==> src/hdl/ccx_pkg.sv <==
package ccx_pkg;

    localparam int COORD_WIDTH      = 32;
    localparam int FRAC_BITS        = 16;
    localparam int GUARD_BITS       = 8;
    localparam int ANG_FRAC         = 30;
    localparam int ANG_W            = 36;
    localparam int DW               = 46;
    localparam int GAIN_W           = 21;
    localparam int PROD_W           = DW + GAIN_W + 1;
    localparam int CORDIC_STEPS_DEF = 20;
    localparam int QUEUE_DEPTH_DEF  = 2;
    localparam int CFG_IDX_W        = 8;
    localparam int CFG_DATA_W       = 32;

    localparam logic [GAIN_W-1:0]       INV_GAIN_Q20 = 21'd636751;
    localparam logic signed [ANG_W-1:0] PI_Q30       = 36'sd3373259426;

    localparam logic [2:0] AXIS_X     = 3'd0;
    localparam logic [2:0] AXIS_Y     = 3'd1;
    localparam logic [2:0] AXIS_Z     = 3'd2;
    localparam logic [2:0] AXIS_RAD   = 3'd3;
    localparam logic [2:0] AXIS_THETA = 3'd4;
    localparam logic [2:0] AXIS_PHI   = 3'd5;

    localparam logic [CFG_IDX_W-1:0] CFG_AXIS_MODE = 8'd0;
    localparam logic [CFG_IDX_W-1:0] CFG_FIND_MIN  = 8'd1;

    typedef struct packed {
        logic signed [COORD_WIDTH-1:0] point_x;
        logic signed [COORD_WIDTH-1:0] point_y;
        logic signed [COORD_WIDTH-1:0] point_z;
        logic                          last_point;
    } point_t;

    typedef struct packed {
        logic signed [COORD_WIDTH-1:0] extreme_value;
        logic                          valid_res;
    } result_t;

    typedef struct packed {
        point_t     pt;
        logic [2:0] axis_mode;
        logic       find_min;
    } job_t;

    typedef struct packed {
        logic busy;
        logic pending;
    } back_status_t;

    typedef enum logic [2:0] {
        BK_IDLE,
        BK_START,
        BK_VEC,
        BK_ITER,
        BK_POST,
        BK_GAIN,
        BK_GAINR,
        BK_UPDATE
    } back_state_t;

    function automatic logic signed [ANG_W-1:0] atan_step(input logic [5:0] i);
        logic signed [ANG_W-1:0] r;
        case (i)
            6'd0:    r = 36'sd843314857;
            6'd1:    r = 36'sd497837829;
            6'd2:    r = 36'sd263043837;
            6'd3:    r = 36'sd133525159;
            6'd4:    r = 36'sd67021687;
            6'd5:    r = 36'sd33543516;
            6'd6:    r = 36'sd16775851;
            6'd7:    r = 36'sd8388437;
            6'd8:    r = 36'sd4194283;
            6'd9:    r = 36'sd2097149;
            default:
            begin
                if (i <= 6'd30)
                    r = ANG_W'(1) << (6'd30 - i);
                else
                    r = '0;
            end
        endcase
        return r;
    endfunction

endpackage

==> src/hdl/ccx_queue.sv <==
module ccx_queue
    import ccx_pkg::*;
#(
    parameter int DEPTH = QUEUE_DEPTH_DEF
)
(
    input  logic clk,
    input  logic rst_n,
    input  logic wr_en,
    input  job_t wr_data,
    output logic q_full,
    input  logic rd_en,
    output job_t rd_data,
    output logic q_valid,
    output logic [$clog2(DEPTH+1)-1:0] count
);

    localparam int PW = (DEPTH > 1) ? $clog2(DEPTH) : 1;
    localparam int CNTW = $clog2(DEPTH+1);

    job_t            mem [DEPTH];
    logic [PW-1:0]   wp_reg, rp_reg;
    logic [CNTW-1:0] cnt_reg, cnt_next;
    logic            do_wr, do_rd;

    assign q_full  = (cnt_reg == CNTW'(DEPTH));
    assign q_valid = (cnt_reg != '0);
    assign do_wr   = wr_en && !q_full;
    assign do_rd   = rd_en && q_valid;
    assign rd_data = mem[rp_reg];
    assign count   = cnt_reg;

    always_comb
    begin
        cnt_next = cnt_reg;
        if (do_wr && !do_rd)
            cnt_next = cnt_reg + 1'b1;
        else if (!do_wr && do_rd)
            cnt_next = cnt_reg - 1'b1;
    end

    always_ff @(posedge clk)
    begin
        if (do_wr)
            mem[wp_reg] <= wr_data;
    end

    always_ff @(posedge clk or negedge rst_n)
    begin
        if (!rst_n)
        begin
            wp_reg  <= '0;
            rp_reg  <= '0;
            cnt_reg <= '0;
        end
        else
        begin
            cnt_reg <= cnt_next;
            if (do_wr)
                wp_reg <= (wp_reg == PW'(DEPTH-1)) ? '0 : wp_reg + 1'b1;
            if (do_rd)
                rp_reg <= (rp_reg == PW'(DEPTH-1)) ? '0 : rp_reg + 1'b1;
        end
    end

endmodule

==> src/hdl/ccx_front.sv <==
module ccx_front
    import ccx_pkg::*;
(
    input  logic                  clk,
    input  logic                  rst_n,
    input  logic                  push,
    output logic                  full,
    input  point_t                point,
    input  logic                  cfg_valid,
    output logic                  cfg_ready,
    input  logic [CFG_IDX_W-1:0]  cfg_index,
    input  logic [CFG_DATA_W-1:0] cfg_data,
    output logic                  q_wr,
    output job_t                  q_data,
    input  logic                  q_full
);

    logic [2:0] axis_mode_reg;
    logic       find_min_reg;

    assign cfg_ready = 1'b1;
    assign full      = q_full;
    assign q_wr      = push && !q_full;

    always_comb
    begin
        q_data.pt        = point;
        q_data.axis_mode = axis_mode_reg;
        q_data.find_min  = find_min_reg;
    end

    always_ff @(posedge clk or negedge rst_n)
    begin
        if (!rst_n)
        begin
            axis_mode_reg <= AXIS_X;
            find_min_reg  <= 1'b1;
        end
        else if (cfg_valid && cfg_ready)
        begin
            case (cfg_index)
                CFG_AXIS_MODE: axis_mode_reg <= cfg_data[2:0];
                CFG_FIND_MIN:  find_min_reg  <= cfg_data[0];
                default:       ;
            endcase
        end
    end

endmodule

==> src/hdl/ccx_back.sv <==
module ccx_back
    import ccx_pkg::*;
#(
    parameter int CORDIC_STEPS = CORDIC_STEPS_DEF
)
(
    input  logic         clk,
    input  logic         rst_n,
    input  logic         q_valid,
    input  job_t         q_data,
    output logic         q_rd,
    output logic         empty,
    input  logic         pop,
    output result_t      result,
    output back_status_t status
);

    localparam int CW = $clog2(CORDIC_STEPS);
    localparam int ASH = ANG_FRAC - FRAC_BITS;
    localparam logic signed [COORD_WIDTH-1:0] VMAX = {1'b0, {(COORD_WIDTH-1){1'b1}}};
    localparam logic signed [COORD_WIDTH-1:0] VMIN = {1'b1, {(COORD_WIDTH-1){1'b0}}};

    back_state_t state_reg, state_next;
    job_t        job_reg;
    logic signed [DW-1:0]     vin_x_reg, vin_y_reg, cx_reg, cy_reg;
    logic signed [ANG_W-1:0]  ca_reg;
    logic signed [PROD_W-1:0] prod_reg;
    logic [CW-1:0]            cnt_reg;
    logic                     pass_reg, counted_reg;
    logic signed [COORD_WIDTH-1:0] val_reg, ext_reg;
    logic                     have_reg;
    logic                     out_valid_reg;
    result_t                  out_reg;

    logic signed [DW-1:0]     gx, gy, gz, xs, ys, rho;
    logic signed [ANG_W-1:0]  t;
    logic signed [ANG_W:0]    ang_sum;
    logic signed [COORD_WIDTH-1:0] ang_val, rad_val;
    logic signed [PROD_W-1:0] prod_rnd;
    logic signed [DW:0]       rad_rnd;
    logic                     origin, vzero, last_iter, out_free, better, is_last;

    assign gx = DW'(job_reg.pt.point_x) <<< GUARD_BITS;
    assign gy = DW'(job_reg.pt.point_y) <<< GUARD_BITS;
    assign gz = DW'(job_reg.pt.point_z) <<< GUARD_BITS;
    assign origin = (job_reg.pt.point_x == '0) && (job_reg.pt.point_y == '0)
                 && (job_reg.pt.point_z == '0);
    assign vzero = (vin_x_reg == '0) && (vin_y_reg == '0);
    assign xs = cx_reg >>> cnt_reg;
    assign ys = cy_reg >>> cnt_reg;
    assign t  = atan_step(6'(cnt_reg));
    assign last_iter = (cnt_reg == CW'(CORDIC_STEPS-1));

    assign ang_sum = (ANG_W+1)'(ca_reg) + (ANG_W+1)'(1 <<< (ASH-1));
    assign ang_val = COORD_WIDTH'(ang_sum >>> ASH);
    assign prod_rnd = (prod_reg + (PROD_W'(1) <<< 19)) >>> 20;
    assign rho = DW'(prod_rnd);
    assign rad_rnd = ((DW+1)'(rho) + (DW+1)'(1 <<< (GUARD_BITS-1))) >>> GUARD_BITS;
    assign rad_val = (rad_rnd > (DW+1)'(VMAX)) ? VMAX :
                     (rad_rnd < (DW+1)'(VMIN)) ? VMIN : COORD_WIDTH'(rad_rnd);

    assign is_last  = job_reg.pt.last_point;
    assign out_free = !out_valid_reg || pop;
    assign better   = job_reg.find_min ? (val_reg < ext_reg) : (val_reg > ext_reg);

    always_comb
    begin
        state_next = state_reg;
        case (state_reg)
            BK_IDLE:
                if (q_valid)
                    state_next = BK_START;
            BK_START:
            begin
                case (job_reg.axis_mode)
                    AXIS_RAD, AXIS_THETA: state_next = BK_VEC;
                    AXIS_PHI:             state_next = origin ? BK_UPDATE : BK_VEC;
                    default:              state_next = BK_UPDATE;
                endcase
            end
            BK_VEC:
                state_next = vzero ? BK_POST : BK_ITER;
            BK_ITER:
                if (last_iter)
                    state_next = BK_POST;
            BK_POST:
            begin
                if (job_reg.axis_mode == AXIS_THETA
                    || (pass_reg && job_reg.axis_mode == AXIS_PHI))
                    state_next = BK_UPDATE;
                else
                    state_next = BK_GAIN;
            end
            BK_GAIN:
                state_next = BK_GAINR;
            BK_GAINR:
                state_next = pass_reg ? BK_UPDATE : BK_VEC;
            BK_UPDATE:
                if (!is_last || out_free)
                    state_next = BK_IDLE;
            default:
                state_next = BK_IDLE;
        endcase
    end

    always_comb
    begin
        q_rd           = (state_reg == BK_IDLE) && q_valid;
        empty          = !out_valid_reg;
        result         = out_reg;
        status.busy    = (state_reg != BK_IDLE);
        status.pending = have_reg;
    end

    always_ff @(posedge clk or negedge rst_n)
    begin
        if (!rst_n)
            state_reg <= BK_IDLE;
        else
            state_reg <= state_next;
    end

    always_ff @(posedge clk)
    begin
        case (state_reg)
            BK_IDLE:
                if (q_valid)
                    job_reg <= q_data;
            BK_START:
            begin
                vin_x_reg <= gx;
                vin_y_reg <= gy;
                pass_reg  <= 1'b0;
                case (job_reg.axis_mode)
                    AXIS_X:
                    begin
                        val_reg     <= job_reg.pt.point_x;
                        counted_reg <= 1'b1;
                    end
                    AXIS_Y:
                    begin
                        val_reg     <= job_reg.pt.point_y;
                        counted_reg <= 1'b1;
                    end
                    AXIS_Z:
                    begin
                        val_reg     <= job_reg.pt.point_z;
                        counted_reg <= 1'b1;
                    end
                    AXIS_RAD, AXIS_THETA: counted_reg <= 1'b1;
                    AXIS_PHI:             counted_reg <= !origin;
                    default:              counted_reg <= 1'b0;
                endcase
            end
            BK_VEC:
            begin
                cnt_reg <= '0;
                if (vzero)
                begin
                    cx_reg <= '0;
                    ca_reg <= '0;
                end
                else if (vin_x_reg < 0)
                begin
                    ca_reg <= (vin_y_reg >= 0) ? PI_Q30 : -PI_Q30;
                    cx_reg <= -vin_x_reg;
                    cy_reg <= -vin_y_reg;
                end
                else
                begin
                    ca_reg <= '0;
                    cx_reg <= vin_x_reg;
                    cy_reg <= vin_y_reg;
                end
            end
            BK_ITER:
            begin
                cnt_reg <= cnt_reg + 1'b1;
                if (cy_reg >= 0)
                begin
                    cx_reg <= cx_reg + ys;
                    cy_reg <= cy_reg - xs;
                    ca_reg <= ca_reg + t;
                end
                else
                begin
                    cx_reg <= cx_reg - ys;
                    cy_reg <= cy_reg + xs;
                    ca_reg <= ca_reg - t;
                end
            end
            BK_POST:
                val_reg <= ang_val;
            BK_GAIN:
                prod_reg <= PROD_W'(cx_reg) * PROD_W'(signed'({1'b0, INV_GAIN_Q20}));
            BK_GAINR:
            begin
                pass_reg <= 1'b1;
                if (pass_reg)
                    val_reg <= rad_val;
                else if (job_reg.axis_mode == AXIS_PHI)
                begin
                    vin_x_reg <= gz;
                    vin_y_reg <= rho;
                end
                else
                begin
                    vin_x_reg <= rho;
                    vin_y_reg <= gz;
                end
            end
            default: ;
        endcase
        if (state_reg == BK_UPDATE && is_last && out_free)
        begin
            out_reg.valid_res     <= have_reg || counted_reg;
            out_reg.extreme_value <= counted_reg && (!have_reg || better) ? val_reg :
                                     (have_reg ? ext_reg : '0);
        end
    end

    always_ff @(posedge clk or negedge rst_n)
    begin
        if (!rst_n)
        begin
            have_reg      <= 1'b0;
            ext_reg       <= '0;
            out_valid_reg <= 1'b0;
        end
        else
        begin
            if (state_reg == BK_UPDATE && is_last && out_free)
                out_valid_reg <= 1'b1;
            else if (pop && out_valid_reg)
                out_valid_reg <= 1'b0;
            if (state_reg == BK_UPDATE && (!is_last || out_free))
            begin
                if (is_last)
                begin
                    have_reg      <= 1'b0;
                    ext_reg       <= '0;
                end
                else if (counted_reg)
                begin
                    have_reg <= 1'b1;
                    if (!have_reg || better)
                        ext_reg <= val_reg;
                end
            end
        end
    end

endmodule

==> src/hdl/cell_coordinate_extremum_top.sv <==
// Points are processed one at a time by the single shared CORDIC iteration unit,
// one rotation per cycle; x/y/z need no CORDIC, theta takes one vectoring pass,
// phi and radius take two; a zero vector skips the iterations of its pass.
// The back end takes a new point only when idle, and a cell's last point waits until
// the previous result is popped; a QUEUE_DEPTH-entry queue (two by default) decouples input.
// Reset: asynchronous, active low; clears queue, config, running extreme.
module cell_coordinate_extremum_top
    import ccx_pkg::*;
#(
    parameter int CORDIC_STEPS = CORDIC_STEPS_DEF,
    parameter int QUEUE_DEPTH  = QUEUE_DEPTH_DEF
)
(
    input  logic                  clk,
    input  logic                  rst_n,
    input  logic                  push,
    output logic                  full,
    input  point_t                point,
    output logic                  empty,
    input  logic                  pop,
    output result_t               result,
    input  logic                  cfg_valid,
    output logic                  cfg_ready,
    input  logic [CFG_IDX_W-1:0]  cfg_index,
    input  logic [CFG_DATA_W-1:0] cfg_data
);

    logic         q_wr, q_full, q_rd, q_valid;
    job_t         q_in, q_out;
    logic [$clog2(QUEUE_DEPTH+1)-1:0] q_count;
    back_status_t bstat;

    ccx_front u_front (
        .clk       (clk),
        .rst_n     (rst_n),
        .push      (push),
        .full      (full),
        .point     (point),
        .cfg_valid (cfg_valid),
        .cfg_ready (cfg_ready),
        .cfg_index (cfg_index),
        .cfg_data  (cfg_data),
        .q_wr      (q_wr),
        .q_data    (q_in),
        .q_full    (q_full)
    );

    ccx_queue #(.DEPTH(QUEUE_DEPTH)) u_queue (
        .clk     (clk),
        .rst_n   (rst_n),
        .wr_en   (q_wr),
        .wr_data (q_in),
        .q_full  (q_full),
        .rd_en   (q_rd),
        .rd_data (q_out),
        .q_valid (q_valid),
        .count   (q_count)
    );

    ccx_back #(.CORDIC_STEPS(CORDIC_STEPS)) u_back (
        .clk     (clk),
        .rst_n   (rst_n),
        .q_valid (q_valid),
        .q_data  (q_out),
        .q_rd    (q_rd),
        .empty   (empty),
        .pop     (pop),
        .result  (result),
        .status  (bstat)
    );

    a_empty_cell_zero: assert property (@(posedge clk) disable iff (!rst_n)
        (!empty && !result.valid_res) |-> (result.extreme_value == '0))
        else $error("empty cell result carries nonzero value");

    a_queue_bound: assert property (@(posedge clk) disable iff (!rst_n)
        (q_count <= ($clog2(QUEUE_DEPTH+1))'(QUEUE_DEPTH)))
        else $error("queue count above depth");

    a_full_matches: assert property (@(posedge clk) disable iff (!rst_n)
        full |-> (q_count != '0))
        else $error("full with empty queue");

    a_pop_only_idle: assert property (@(posedge clk) disable iff (!rst_n)
        q_rd |-> !bstat.busy)
        else $error("queue read while back end busy");

endmodule

==> config.mk <==
export PLATFORM = sky130hd
export DESIGN_NAME = cell_coordinate_extremum_top
export DESIGN_NICKNAME = d
export VERILOG_FILES = /design/src/hdl/ccx_pkg.sv /design/src/hdl/ccx_queue.sv /design/src/hdl/ccx_front.sv /design/src/hdl/ccx_back.sv /design/src/hdl/cell_coordinate_extremum_top.sv
export SDC_FILE = /design/constraint.sdc
export NUM_CORES = 2
export LEC_CHECK = 0
export ABC_AREA = 1
export BUFFER_PORTS_ARGS = -buffer_cell sky130_fd_sc_hd__clkbuf_2
export CORE_UTILIZATION = 25
export CTS_CLUSTER_SIZE = 12
export DETAILED_ROUTE_END_ITERATION = 16
export PLACE_DENSITY_LB_ADDON = 0.15
export SLEW_MARGIN = 30
export SYNTH_ARGS = -nofsm -noshare
export SYNTH_HDL_FRONTEND = slang
export SYNTH_SLANG_ARGS = --single-unit
==> constraint.sdc <==
create_clock -name clk -period 8.8 [get_ports clk]
set_input_delay 1.76 -clock clk [delete_from_list [all_inputs] [get_ports clk]]
set_output_delay 1.76 -clock clk [all_outputs]
set_load 0.02 [all_outputs]
==> key figures <==
Global routing
  • Initial antenna violation count: 12
  • Largest net degree at the start of global routing: 150
  • First-pass GRT wire length: 404 mm
  • Grt ovf: 0
  • Vias in the first global route: 59900
  • Gr usage total: 19.3%

Worst hold path
  • Hold Crit Start: u_front.axis_mode_reg[1]$_DFFE_PN0P_
  • Hold Path Class: reg -> reg

Logic synthesis
  • Synthesized Nets: 10100
  • Adder-cell share of the synthesized area: 22.8%
  • Register area share after synthesis: 29.1%
  • Count of cell types in the netlist: 70
  • Main combinational cell family by area after synthesis: simple AND/OR/NAND/NOR gates
  • Synthesized area: 70000 um^2
  • Synth Flop Type: edfxtp_1
  • YS warnings: 0
  • Post-synthesis mux area share: 0.0751%
  • Post-Syn Instances: 9004
  • Post-Synth Simple-Gate Area: 23.6%
  • Synth Area in Compound Gates: 10.8%
  • Synth Register Bits: 687
  • Synth Area per Inst: 7.78 um^2
  • Number of flops mapped to enable cells by yosys: 642
  • Post-synthesis xor/xnor area fraction: 3.98%
  • Ys async rst share: 6.55%

Cells and area
  • Filler cell count: 30200
  • Final core utilization: 28.1%
  • Commonest non-fill, non-tap cell in the layout: nand2_1
  • Most frequent cells in the layout: nand2_1 (2235), inv_1 (1492), nor2_1 (726)
  • Max reg flops: 202
  • Storage element area: 20400 um^2
  • Layout cell share with drive strength beyond 1: 5.80%
  • Final-stage net count: 10200
  • Multi-input gate area: 42900 um^2
  • Layout area overhead: 11.5%

Timing
  • Relative slew margins: 30.7%
  • Final Max Tran Viols: 0
  • Unrepaired setup endpoints after global routing: false
  • Setup tns final: 0 ps
  • Period Utilization, post-route: 89.0%
  • Worst-Margin Slew: 1040 ps
  • Worst clock skew: 56.6 ps
  • Setup violators final: 0
  • Fmax: 0.128 GHz
  • Min cycle time layout: 7830 ps
  • Final hold vios: 0

Drt
  • Initial DRC count: 5188
  • Antenna viol nets, final: 0
  • Drt pass-1 iters: 6
  • Final WL: 273 mm
  • Average via count per standard cell: 4.73
  • DRC violations left: 0
  • Drt wl/cell: 21.2 um
  • Via count: 60900

Floorplanning
  • Top-Level Pins: 178
  • Core ar.: 277000 um^2
  • Die Footprint: 282000 um^2
  • Site Rows: 193
  • Die W: 531 um
  • Initial Utilization: 25.2%
  • Die height: 531 um

Clock tree
  • Cts bufs inserted: 84
  • Number of H-tree levels: 3
  • CTS resizes: 0
  • CTS tree: built
  • CTS root buffer: clkbuf_16
  • Worst-path clk slew: 60 ps
  • Post-CTS setup buffer count: 0
  • Max Root-Sink Buffers: 3
  • Hold Buf Count CTS: 0
  • Clk sinks: 687
  • Worst skew pair latency: 730 ps

Status
  • Status: complete, no violations

Worst setup path
  • Critical path data arrival time: 8120 ps
  • Worst R2R Start: u_back.cnt_reg[1]$_SDFFCE_PN0P_
  • Crit Path Max Fanout: 55
  • CP endpoint kind: flip-flop
  • Critical Path Start: u_back.cnt_reg[1]$_SDFFCE_PN0P_
  • Element type at the critical path start: flip-flop
  • Biggest cell delay along the critical path: 780 ps
  • Data required, critical path: 9090 ps
  • CP Class: reg -> reg
  • CP max-delay cell: o21ai_0

Place
  • HPWL after DPL: 226 mm
  • Buffers on Ports: 147
  • GPL Wtd Cong: 0.935

Flow run
  • Number of max-cap violations: 0
## cell usage after synthesis (all sizes together), types with 73 or more instances
| cell type | instances | area share [%] |
|---|---|---|
| nand4 | 91 | 0.81 |
| xor2 | 201 | 2.5 |
| nor2 | 778 | 4.5 |
| fa | 482 | 14 |
| nand3 | 567 | 4.1 |
| ha | 505 | 9.0 |
| a21oi | 441 | 3.2 |
| o221ai | 73 | 0.91 |
| nand2 | 2262 | 12 |
| clkbuf | 143 | 0.77 |
| edfxtp | 642 | 28 |
| nor4 | 73 | 0.65 |
| nor3 | 101 | 0.75 |
| a31oi | 75 | 0.67 |
| buf | 97 | 0.72 |
| inv | 1517 | 8.1 |
| xnor2 | 117 | 1.5 |
| o21ai | 520 | 3.7 |
## area by class of cell
type | instances | share of cell area [%]
timing repair buffer | 253 | 2.03
sequential | 687 | 26.1
antenna | 1 | 0.00320
multi-input combinational | 6555 | 55.0
clock buffer | 114 | 2.97
tap | 3705 | 5.94
inverter | 1522 | 7.32
clock inverter | 35 | 0.607
## final timing paths
| path | to | slack [ps] | cells past startpoint |
|---|---|---|---|
| setup / recovery | u_back.cy_reg[44]$_DFFE_PP_ | 970 | 28 |
| hold / removal | u_queue.mem[1][2]$_DFFE_PP_ | 480 | 0 |
| setup reg to reg | u_back.cy_reg[44]$_DFFE_PP_ | 970 | 28 |
| hold reg to reg | u_queue.mem[1][2]$_DFFE_PP_ | 480 | 0 |
| max in group asynchronous | u_queue.rp_reg$_DFFE_PN0P_ | 7090 | 2 |
| min in group asynchronous | u_back.ext_reg[14]$_DFFE_PN0P_ | 1200 | 2 |
## layer usage
layer	GRT usage [%]	vias to the layer above	wire [um]
li1	-	29600	-
met1	28.0	29500	133000
met2	31.0	1538	124000
met3	1.61	220	10900
met4	3.70	6	5350
met5	0	-	34
## metrics by stage
stage	setup slack (ps)	area (um^2)	hold WS (ps)	std cells
5_1_grt	597	78100	513	12900
3_5_place_dp	1200	75300	476	12700
4_1_cts	1160	78100	494	12900
2_1_floorplan	1770	70000	437	9004
6_report	971	78100	484	12900
3_3_place_gp	1210	75200	482	12700
## kinds of logic (layout without fill, tap and decap cells)
| group | Yosys count | after routing |
|---|---|---|
| and+or+nand+nor | 3927 | 3927 |
| buffers and inverters | 1762 | 1924 |
| AOI/OAI and AO/OA | 1317 | 1317 |
| adders and majority gates | 987 | 987 |
| DFF | 687 | 687 |
| xor gates and xnor gates | 318 | 318 |
| muxes | 5 | 5 |
| other | 1 | 2 |
## worst max-delay path: cells and delay by family, from the launching register on
family / cells / cell delay [ps]
AOI/OAI and AO/OA: 7 / 2220
and+or+nand+nor: 13 / 1990
buffers and inverters: 5 / 1480
adders and majority gates: 2 / 650
xor gates and xnor gates: 1 / 530
DFF: 1 / 480
Power is not shown: default switching activity piles up to over one toggle a cycle in this logic, so the estimate is an artifact.
